File: config.mk
export PLATFORM = sky130hd
export DESIGN_NAME = tlrq_cell
export DESIGN_NICKNAME = d
export VERILOG_FILES = /design/src/rtl/core/three_level_ready_queue_scheduler_macros.svh /design/src/rtl/core/tlrq_pkg.sv /design/src/rtl/core/tlrq_cell.sv
export SDC_FILE = /design/constraint.sdc
export NUM_CORES = 1
export LEC_CHECK = 0
export ABC_AREA = 1
export BUFFER_PORTS_ARGS = -buffer_cell sky130_fd_sc_hd__buf_2
export CAP_MARGIN = 10
export CORE_AREA = 4 4 195 197
export CTS_CLUSTER_SIZE = 8
export DETAILED_ROUTE_END_ITERATION = 16
export DIE_AREA = 0 0 199 201
export GPL_TIMING_DRIVEN = 0
export HOLD_SLACK_MARGIN = 0.02
export PLACE_DENSITY = 0.84
export SLEW_MARGIN = 20
export SYNTH_ARGS = -nofsm -noshare
export SYNTH_HDL_FRONTEND = slang
export SYNTH_SLANG_ARGS = --single-unit
export TNS_END_PERCENT = 5
File: constraint.sdc
create_clock -name clk -period 13.9 [get_ports clk]
set_clock_uncertainty 0.1 [all_clocks]
set_input_delay 1.39 -clock clk [delete_from_list [all_inputs] [get_ports clk]]
set_output_delay 1.39 -clock clk [all_outputs]
set_load 0.02 [all_outputs]
File: src/rtl/core/three_level_ready_queue_scheduler_macros.svh
// Assertion macros for the ready-queue scheduler RTL.
// Included by the modules that carry concurrent assertions.
`ifndef THREE_LEVEL_READY_QUEUE_SCHEDULER_MACROS_SVH
`define THREE_LEVEL_READY_QUEUE_SCHEDULER_MACROS_SVH
`ifndef NO_ASSERTIONS
`define TLRQ_ASSERT(label, clk, rst_n, prop) \
	label: assert property (@(posedge clk) disable iff (!rst_n) prop) \
		else $error("tlrq assertion failed");
`define TLRQ_NEVER(label, clk, rst_n, cond) \
	label: assert property (@(posedge clk) disable iff (!rst_n) !(cond)) \
		else $error("tlrq forbidden condition");
`else
`define TLRQ_ASSERT(label, clk, rst_n, prop)
`define TLRQ_NEVER(label, clk, rst_n, cond)
`endif
`endif

File: src/rtl/core/tlrq_pkg.sv
// Shared types, codes and key function for the ready-queue scheduler.
// No dependencies.
`default_nettype none
package tlrq_pkg;
	localparam int MAX_THREADS = 16;
	localparam int RANK_W = $clog2(MAX_THREADS);
	localparam int CNT_W = $clog2(MAX_THREADS + 1);
	localparam int KEY_W = 1 + 2 + 16 + RANK_W;
	localparam int CFG_IDX_W = 3;
	localparam int CFG_DATA_W = 16;

	typedef enum logic [1:0] {
		CMD_ENQUEUE = 2'd0,
		CMD_DEQUEUE = 2'd1,
		CMD_CHECK   = 2'd2,
		CMD_AGE     = 2'd3
	} cmd_e;

	localparam logic [1:0] LVL_1 = 2'd0;
	localparam logic [1:0] LVL_2 = 2'd1;
	localparam logic [1:0] LVL_3 = 2'd2;

	typedef enum logic [CFG_IDX_W-1:0] {
		REG_L1_FLOOR     = 3'd0,
		REG_L2_FLOOR     = 3'd1,
		REG_AGING_WAIT   = 3'd2,
		REG_AGING_STEP   = 3'd3,
		REG_PRIORITY_CAP = 3'd4
	} reg_e;

	typedef enum logic [1:0] {
		ST_IDLE,
		ST_AGE_WAIT,
		ST_AGE_BOOST,
		ST_SORT
	} state_e;

	typedef enum logic [2:0] {
		OP_HOLD,
		OP_ENQ,
		OP_DEQ,
		OP_AGE_WAIT,
		OP_AGE_BOOST,
		OP_SORT_EVEN,
		OP_SORT_ODD
	} cell_op_e;

	typedef struct packed {
		logic [1:0]  command;
		logic [7:0]  thread_tag;
		logic [7:0]  thread_priority;
		logic [15:0] burst_estimate;
		logic [31:0] now_tick;
		logic [7:0]  running_priority;
		logic [15:0] running_burst;
	} in_t;

	typedef struct packed {
		logic       found;
		logic [7:0] chosen_tag;
		logic [1:0] chosen_level;
		logic       preempt;
		logic       table_full;
	} out_t;

	typedef struct packed {
		logic [7:0]  l1_floor;
		logic [7:0]  l2_floor;
		logic [15:0] aging_wait;
		logic [7:0]  aging_step;
		logic [7:0]  priority_cap;
	} cfg_t;

	typedef struct packed {
		logic              used;
		logic [7:0]        tag;
		logic [7:0]        prio;
		logic [15:0]       burst;
		logic [31:0]       wait_start;
		logic [31:0]       wait_total;
		logic [1:0]        level;
		logic [RANK_W-1:0] rank;
	} entry_t;

	typedef struct packed {
		cell_op_e          op;
		entry_t            ins;
		logic [31:0]       now;
		cfg_t              cfg;
		logic [RANK_W-1:0] head_rank;
	} cell_ctl_t;

	// visit order: used first, then level, then the level's own key, then rank
	// free entries all share the largest key, whatever their stale contents
	function automatic logic [KEY_W-1:0] sort_key(input entry_t e);
		logic [15:0] k;
		begin
			if (!e.used) begin
				return '1;
			end
			if (e.level == LVL_1) begin
				k = e.burst;
			end else if (e.level == LVL_2) begin
				k = {8'h00, ~e.prio};
			end else begin
				k = 16'h0000;
			end
			return {~e.used, e.level, k, e.rank};
		end
	endfunction
endpackage
`default_nettype wire

File: src/rtl/core/tlrq_cell.sv
// One cell of the sorted ready-queue chain: holds one entry.
// Depends on tlrq_pkg.
`default_nettype none
module tlrq_cell import tlrq_pkg::*; (
	input  wire logic              clk,
	input  wire logic              arst_n,
	input  wire cell_ctl_t         ctl,
	input  wire logic [RANK_W-1:0] pos,
	input  wire entry_t            prev_entry,
	input  wire entry_t            next_entry,
	input  wire logic              prev_lt,
	input  wire logic              prev_swap,
	output logic                   lt,
	output logic                   swap,
	output entry_t                 entry
);
	logic   used_q;
	entry_t data_q;
	entry_t cur;
	entry_t entry_d;
	logic   pair_start;
	logic [8:0] np;
	logic [7:0] np_sat;

	always_comb begin
		cur = data_q;
		cur.used = used_q;
	end

	assign entry = cur;
	assign lt = sort_key(ctl.ins) < sort_key(cur);
	assign pair_start = (ctl.op == OP_SORT_ODD) ? pos[0] : ~pos[0];
	assign swap = (ctl.op == OP_SORT_EVEN || ctl.op == OP_SORT_ODD) && pair_start
		&& (sort_key(cur) > sort_key(next_entry));
	assign np = {1'b0, cur.prio} + {1'b0, ctl.cfg.aging_step};
	assign np_sat = np[8] ? 8'hFF : np[7:0];

	always_comb begin
		entry_d = cur;
		case (ctl.op)
			OP_ENQ: begin
				if (prev_lt) begin
					entry_d = prev_entry;
				end else if (lt) begin
					entry_d = ctl.ins;
				end
			end
			OP_DEQ: begin
				entry_d = next_entry;
				if (next_entry.rank > ctl.head_rank) begin
					entry_d.rank = next_entry.rank - RANK_W'(1);
				end
			end
			OP_AGE_WAIT: begin
				entry_d.wait_total = ctl.now - cur.wait_start + cur.wait_total;
				entry_d.wait_start = ctl.now;
				entry_d.rank = pos;
			end
			OP_AGE_BOOST: begin
				if (cur.used && cur.wait_total >= {16'h0000, ctl.cfg.aging_wait}) begin
					entry_d.wait_total = cur.wait_total - {16'h0000, ctl.cfg.aging_wait};
					if (cur.level == LVL_1) begin
						if (np <= {1'b0, ctl.cfg.priority_cap}) begin
							entry_d.prio = np[7:0];
						end
					end else begin
						entry_d.prio = np_sat;
						if (cur.level == LVL_2 && np_sat >= ctl.cfg.l1_floor) begin
							entry_d.level = LVL_1;
						end else if (cur.level == LVL_3 && np_sat >= ctl.cfg.l2_floor) begin
							entry_d.level = LVL_2;
						end
					end
				end
			end
			OP_SORT_EVEN, OP_SORT_ODD: begin
				if (swap) begin
					entry_d = next_entry;
				end else if (prev_swap) begin
					entry_d = prev_entry;
				end
			end
			default: begin
				entry_d = cur;
			end
		endcase
	end

	always_ff @(posedge clk or negedge arst_n) begin
		if (!arst_n) begin
			used_q <= 1'b0;
		end else begin
			used_q <= entry_d.used;
		end
	end

	always_ff @(posedge clk) begin
		data_q <= entry_d;
	end
endmodule
`default_nettype wire

# After elaboration in Yosys (flattened, before gate mapping)
# Cells that the tools add are included.
word_totals:
  register_bits: 103
  out_inout_bits: 105
  word_cells: 92
  input_bits: 404
op_classes:
  n_lt_le_gt_ge: 7
  n_eq_ne: 16
  reduce_logical: 19
  n_bitwise: 7
  add_sub_neg: 5
  muxes: 30
ops:
  columns: ["cell", "n"]
  rows:
  - ["2-to-1 mux 103 bit", 4]
  - ["one-hot mux 32 bit (5 select lines)", 1]
  - ["one-hot mux 32 bit (4 select lines)", 1]
  - ["2-to-1 mux 23 bit", 3]
  - ["2-to-1 mux 8 bit", 7]
  - ["2-to-1 mux 16 bit", 3]
  - ["one-hot mux 16 bit (3 select lines)", 1]
  - ["2-to-1 mux 34 bit", 1]
  - ["adder 32 bit", 1]
  - [">= comparator 32 x 16 -> 1 bit", 1]
  - ["one-hot mux 8 bit (4 select lines)", 1]
  - ["subtractor 32 x 16 -> 32 bit", 1]
  - ["subtractor 32 bit", 1]
  - ["one-hot mux 9 bit (3 select lines)", 1]
  - ["inverter 8 bit", 3]
  - ["> comparator 23 bit", 1]
  - ["< comparator 23 bit", 1]
  - [">= comparator 8 bit", 2]
  - ["one-hot mux 4 bit (4 select lines)", 1]
  - ["!= test 3 bit (second input constant)", 4]
  - ["adder 8 x 8 -> 9 bit", 1]
  - ["equality test 3 bit (second input constant)", 3]
  - ["<= comparator 9 x 8 -> 1 bit", 1]
  - ["one-hot mux 2 bit (4 select lines)", 1]
  - ["other kinds (22)", 39]

# Logic depth before layout (Yosys ltp)
logic_depth:
  depth_word: 9
  mapped_depth: 20
  depth_no_buf: 19

# Worst setup path after synthesis
# Ideal clock, no wire load.
synth_timing:
  kind: "input to register"
  start: "in next_entry[5] (netlist name)"
  end: "reg data_q, in the netlist entry[10], enable pin"
  required_time_ns: 13.339
  path_buffers: 1
  cell_stages: 14
  path_slack_ns: 7.970
  arrival_time_ns: 5.369
  setup_ns: 0.461
  cell_sequence: "nor2_1 > clkbuf_1 > a21oi_1 > ha_1 > nand2_1 > nor2_1 > nand2_1 > nor2_1 > nand2_1 > nand3_1 > nand2_1 > nand2_1 > nand2_1 > nor3_1"
synth_via:
  elab_chain_cells: 8
  word_cells_on_any_way: 9
synth_rtl:
  columns: ["item", "line", "rtl"]
  rows:
  - ["start: declaration", "tlrq_cell.sv:10", "input wire entry_t next_entry,"]
  - ["equality test 2 x 1 -> 1 bit", "tlrq_pkg.sv:103", "end else if (e.level == LVL_2) begin"]
  - ["2-to-1 mux 8 bit", "tlrq_pkg.sv:103", null]
  - ["2-to-1 mux 16 bit", "tlrq_pkg.sv:101", "if (e.level == LVL_1) begin"]
  - ["2-to-1 mux 23 bit *", "tlrq_pkg.sv:101", null]
  - ["> comparator 23 bit *", "tlrq_cell.sv:34", "&& (sort_key(cur) > sort_key(next_entry));"]
  - ["logical AND 1 bit *", "tlrq_cell.sv:34", null]
  - ["!= test 3 bit (no line) *", null, null]
  - ["AND reduction 4 bit (no line) *", null, null]
  - ["end signal: assignment", "tlrq_cell.sv:98", "data_q <= entry_d;"]
  - ["end: declaration", "tlrq_cell.sv:18", "entry_t data_q;"]
# Every way passes the cells marked *; elsewhere a longest branch is shown, timed or not.
# A chain may end at the register's enable or synchronous reset.

# Worst setup path after layout
layout_timing:
  start: "in next_entry[4] (netlist name)"
  end: "out swap"
layout_via:
  elab_chain_cells: 6
  word_cells_on_any_way: 7
layout_rtl:
  columns: ["item", "line", "rtl"]
  rows:
  - ["equality test 2 x 1 -> 1 bit", "tlrq_pkg.sv:103", null]
  - ["2-to-1 mux 8 bit", "tlrq_pkg.sv:103", null]
  - ["2-to-1 mux 16 bit", "tlrq_pkg.sv:101", null]
  - ["2-to-1 mux 23 bit *", "tlrq_pkg.sv:101", null]
  - ["> comparator 23 bit *", "tlrq_cell.sv:34", null]
  - ["logical AND 1 bit *", "tlrq_cell.sv:34", null]
  - ["end: declaration", "tlrq_cell.sv:14", "output logic swap,"]
# Marks and branches as above.

==> impl_metrics.yaml <==
finish:
  fin_util_pct: 55.3
  nFillCells: 3831
  ff_latch_area_um2: 3090
  layout-drive-gt1-share_pct: 17.8
  fin_area_um2: 20100
  layout.nets: 3858
  syn_to_final_growth_pct: 21.5
  multiInputGateArea_um2: 10600
placed_design:
  numPortBuffers: 507
  place_congestion: 1.01
  placed_cell_area_um2: 19700
  place_hpwl_um: 66600
  pre_cts_slack_ps: 7930
sta:
  post-route-period-util_pct: 43.8
  hold_viol: 0
  tightest_slew_ps: 1120
  drv_slew: 0
  slew-limit-headroom_pct: 25.5
  fmax_mhz: 164
  worst_slack_ps: 7810
  rsz0062_at_grt: "no"
  setup_viol: 0
  min_period_ps: 6090
  tns_ps: 0
clocking:
  clkSlewWorstSetupHoldPaths_ps: 90
  cts_tree: "done"
  clockRootBuffer: "clkbuf_16"
  clk-insertion-delay-late_ps: 400
  ctsHoldBuffers: 0
  cts_resized: 0
  cts_made_buffers: 9
  cts_setup_buffers: 0
  htree_num_levels: 3
  tritoncts_num_sinks: 103
  clock_path_buffers: 2
grt:
  grt_overflow_total: 0
  grt_usage_pct: 38.0
  grt_pass1_vias: 20100
  grt_pass1_wl_um: 116000
  grt_max_degree: 25
  antenna_found_initial: 26
die:
  die_area_um2: 40000
  coreArea_um2: 36300
  rows: 70
  die_y_um: 201
  start_util_pct: 45.6
  die_w_um: 199
  ios: 509
critical_path:
  worstSetupPathType: "input pin to output port"
  crit_fanout: 10
  crit_path_end_kind: "output port"
  cp-start-kind: "input pin"
  crit_arrival_ps: 4600
  r2r_start: "entry[5]"
  critPathLaunch: "next_entry[4]"
  required_ps: 12410
logic_synthesis:
  synth_compound_area_share_pct: 14.2
  syn_inst: 2767
  syn_nets: 3334
  muxShareOfSynthArea_pct: 1.88
  synth-simple-area-share_pct: 33.9
  synth_seq_cells: 103
  syn_area_um2: 16500
  synth_top_family_by_area: "simple AND/OR/NAND/NOR gates"
  synth.avg_cell_area_um2: 5.97
  ys_types: 41
  synthAdderAreaFrac_pct: 13.8
  yosysWarnings: 0
  synth_xor_area_share_pct: 0.424
  seq_area_frac_synth_pct: 18.7
run_status:
  status: "completed"
route:
  firstDrtPassIters: 6
  vias_per_cell: 5.56
  ant_nets: 0
  wirelength_um: 79500
  post_drt_wl_per_cell_um: 21.0
  drc_errors: 0
  via_count: 21000
  drt_iter0_drc: 2224
job:
  max-cap-violations: 0
power_and_ir_drop:
  pwr_density_cell_nw_per_um2: 110
  ir_drop_mv: 0.0656
  power_w: 0.00221
  p_leak_nw: 11.6
hold_path:
  hold_path_class: "input pin to asynchronous set/reset pin"
final timing paths:
kind,end,cells past startpoint,slack [ps]
worst max-delay path,swap,15,7810
worst min-delay path,used_q,1,640
worst max register to register,entry[37],19,9290
worst min register to register,entry[30],3,680
max in group asynchronous,used_q,1,12980
min in group clk,entry[30],3,680
state kept, by name (all words and copies together), names as in the netlist:
name / flops
entry: 102
used_q: 1
logic make-up after synthesis:
| logic type | after synthesis |
|---|---|
| XOR/XNOR | 8 |
| adder cells (fa/ha/maj) | 163 |
| multiplexers | 31 |
| AND/OR/NAND/NOR | 1348 |
| buffers and inverters | 720 |
| AO/OA/AOI/OAI | 394 |
| flip-flops | 103 |
critical path, stage by stage:
cell and delay (ps):
buf_2 160, nor2_1 380, clkbuf_1 450, a21oi_1 140, ha_1 330, nand2_1 80
inv_1 140, nand2_1 70, a21oi_1 130, nor2_1 50, nand3_1 140, nand2_1 120
inv_1 350, buf_2 400, buf_2 240
per-layer routing:
metal / up-vias / share of wire (%) / routed length [µm] / GRT usage [%]
met3: 217 / 11 / 8470 / 8.19
met2: 1309 / 47 / 37400 / 64.1
met1: 9560 / 38 / 29900 / 46.5
li1: 9902 / - / - / -
met5: - / 0.17 / 135 / 0
met4: 24 / 4.5 / 3560 / 16.5
area by class of cell:
type / count / area share [%]
Clock inverter: 7 / 0.287
Timing Repair Buffer: 513 / 13.1
Inverter: 621 / 11.6
Sequential cell: 103 / 15.4
Clock buffer: 9 / 1.12
Antenna cell: 15 / 0.187
Tap cell: 468 / 2.92
Buffer: 99 / 2.38
Multi-Input combinational cell: 1944 / 53.1
stage by stage:
step	std cells	hold WS (ps)
global placement	3742	658
finish	3779	640
floorplan	2767	676
CTS	3764	637
detailed placement	3748	656
global route	3776	642
cell usage in the layout (no fill, tap or decap), types with 47 or more instances in the layout:
cell	n
nand2_1	829
nand4_1	47
nand3_1	264
buf_2	543
nor2_1	168
a21oi_1	146
clkbuf_1	50
ha_1	130
edfxtp_1	102
inv_1	615
o21ai_0	121
cells in the mapped netlist:
master | count | area (µm²)
nand2_1 | 829 | 3110
inv_1 | 615 | 2310
nand3_1 | 264 | 1320
nor2_1 | 170 | 638
a21oi_1 | 146 | 731
ha_1 | 130 | 1630
o21ai_0 | 121 | 606
edfxtp_1 | 102 | 3060
clkbuf_1 | 50 | 188
nand4_1 | 47 | 294
buf_2 | 36 | 180
o211ai_1 | 36 | 270
a22oi_1 | 33 | 248
fa_1 | 33 | 661
a221oi_1 | 31 | 272
mux2i_1 | 31 | 310
nand3b_1 | 14 | 105
nor3_1 | 10 | 50.1
a221o_1 | 7 | 70.1
buf_6 | 7 | 78.8
a21o_1 | 6 | 45.0
or2_2 | 6 | 37.5
xor2_1 | 5 | 43.8
buf_1 | 4 | 15.0
nor4_1 | 4 | 25.0
o21a_1 | 4 | 30.0
a2bb2oi_1 | 3 | 26.3
clkinv_1 | 3 | 11.3
inv_2 | 3 | 11.3
xnor2_1 | 3 | 26.3
buf_4 | 2 | 15.0
o2111ai_1 | 2 | 17.5
o21bai_1 | 2 | 15.0
a32oi_1 | 1 | 8.76
and2_1 | 1 | 6.26
dfrtp_1 | 1 | 25.0
nand2_2 | 1 | 6.26
nor2_2 | 1 | 6.26
o21ai_1 | 1 | 5.00
o22ai_1 | 1 | 6.26
or2_0 | 1 | 6.26
report_power, final:
part,switching (W),internal (W)
registers,0.0000551,0.000411
logic,0.000982,0.000477
clock network,0.000157,0.000125
total,0.00119,0.00101
Note: power is estimated with default switching activity, not from simulation.
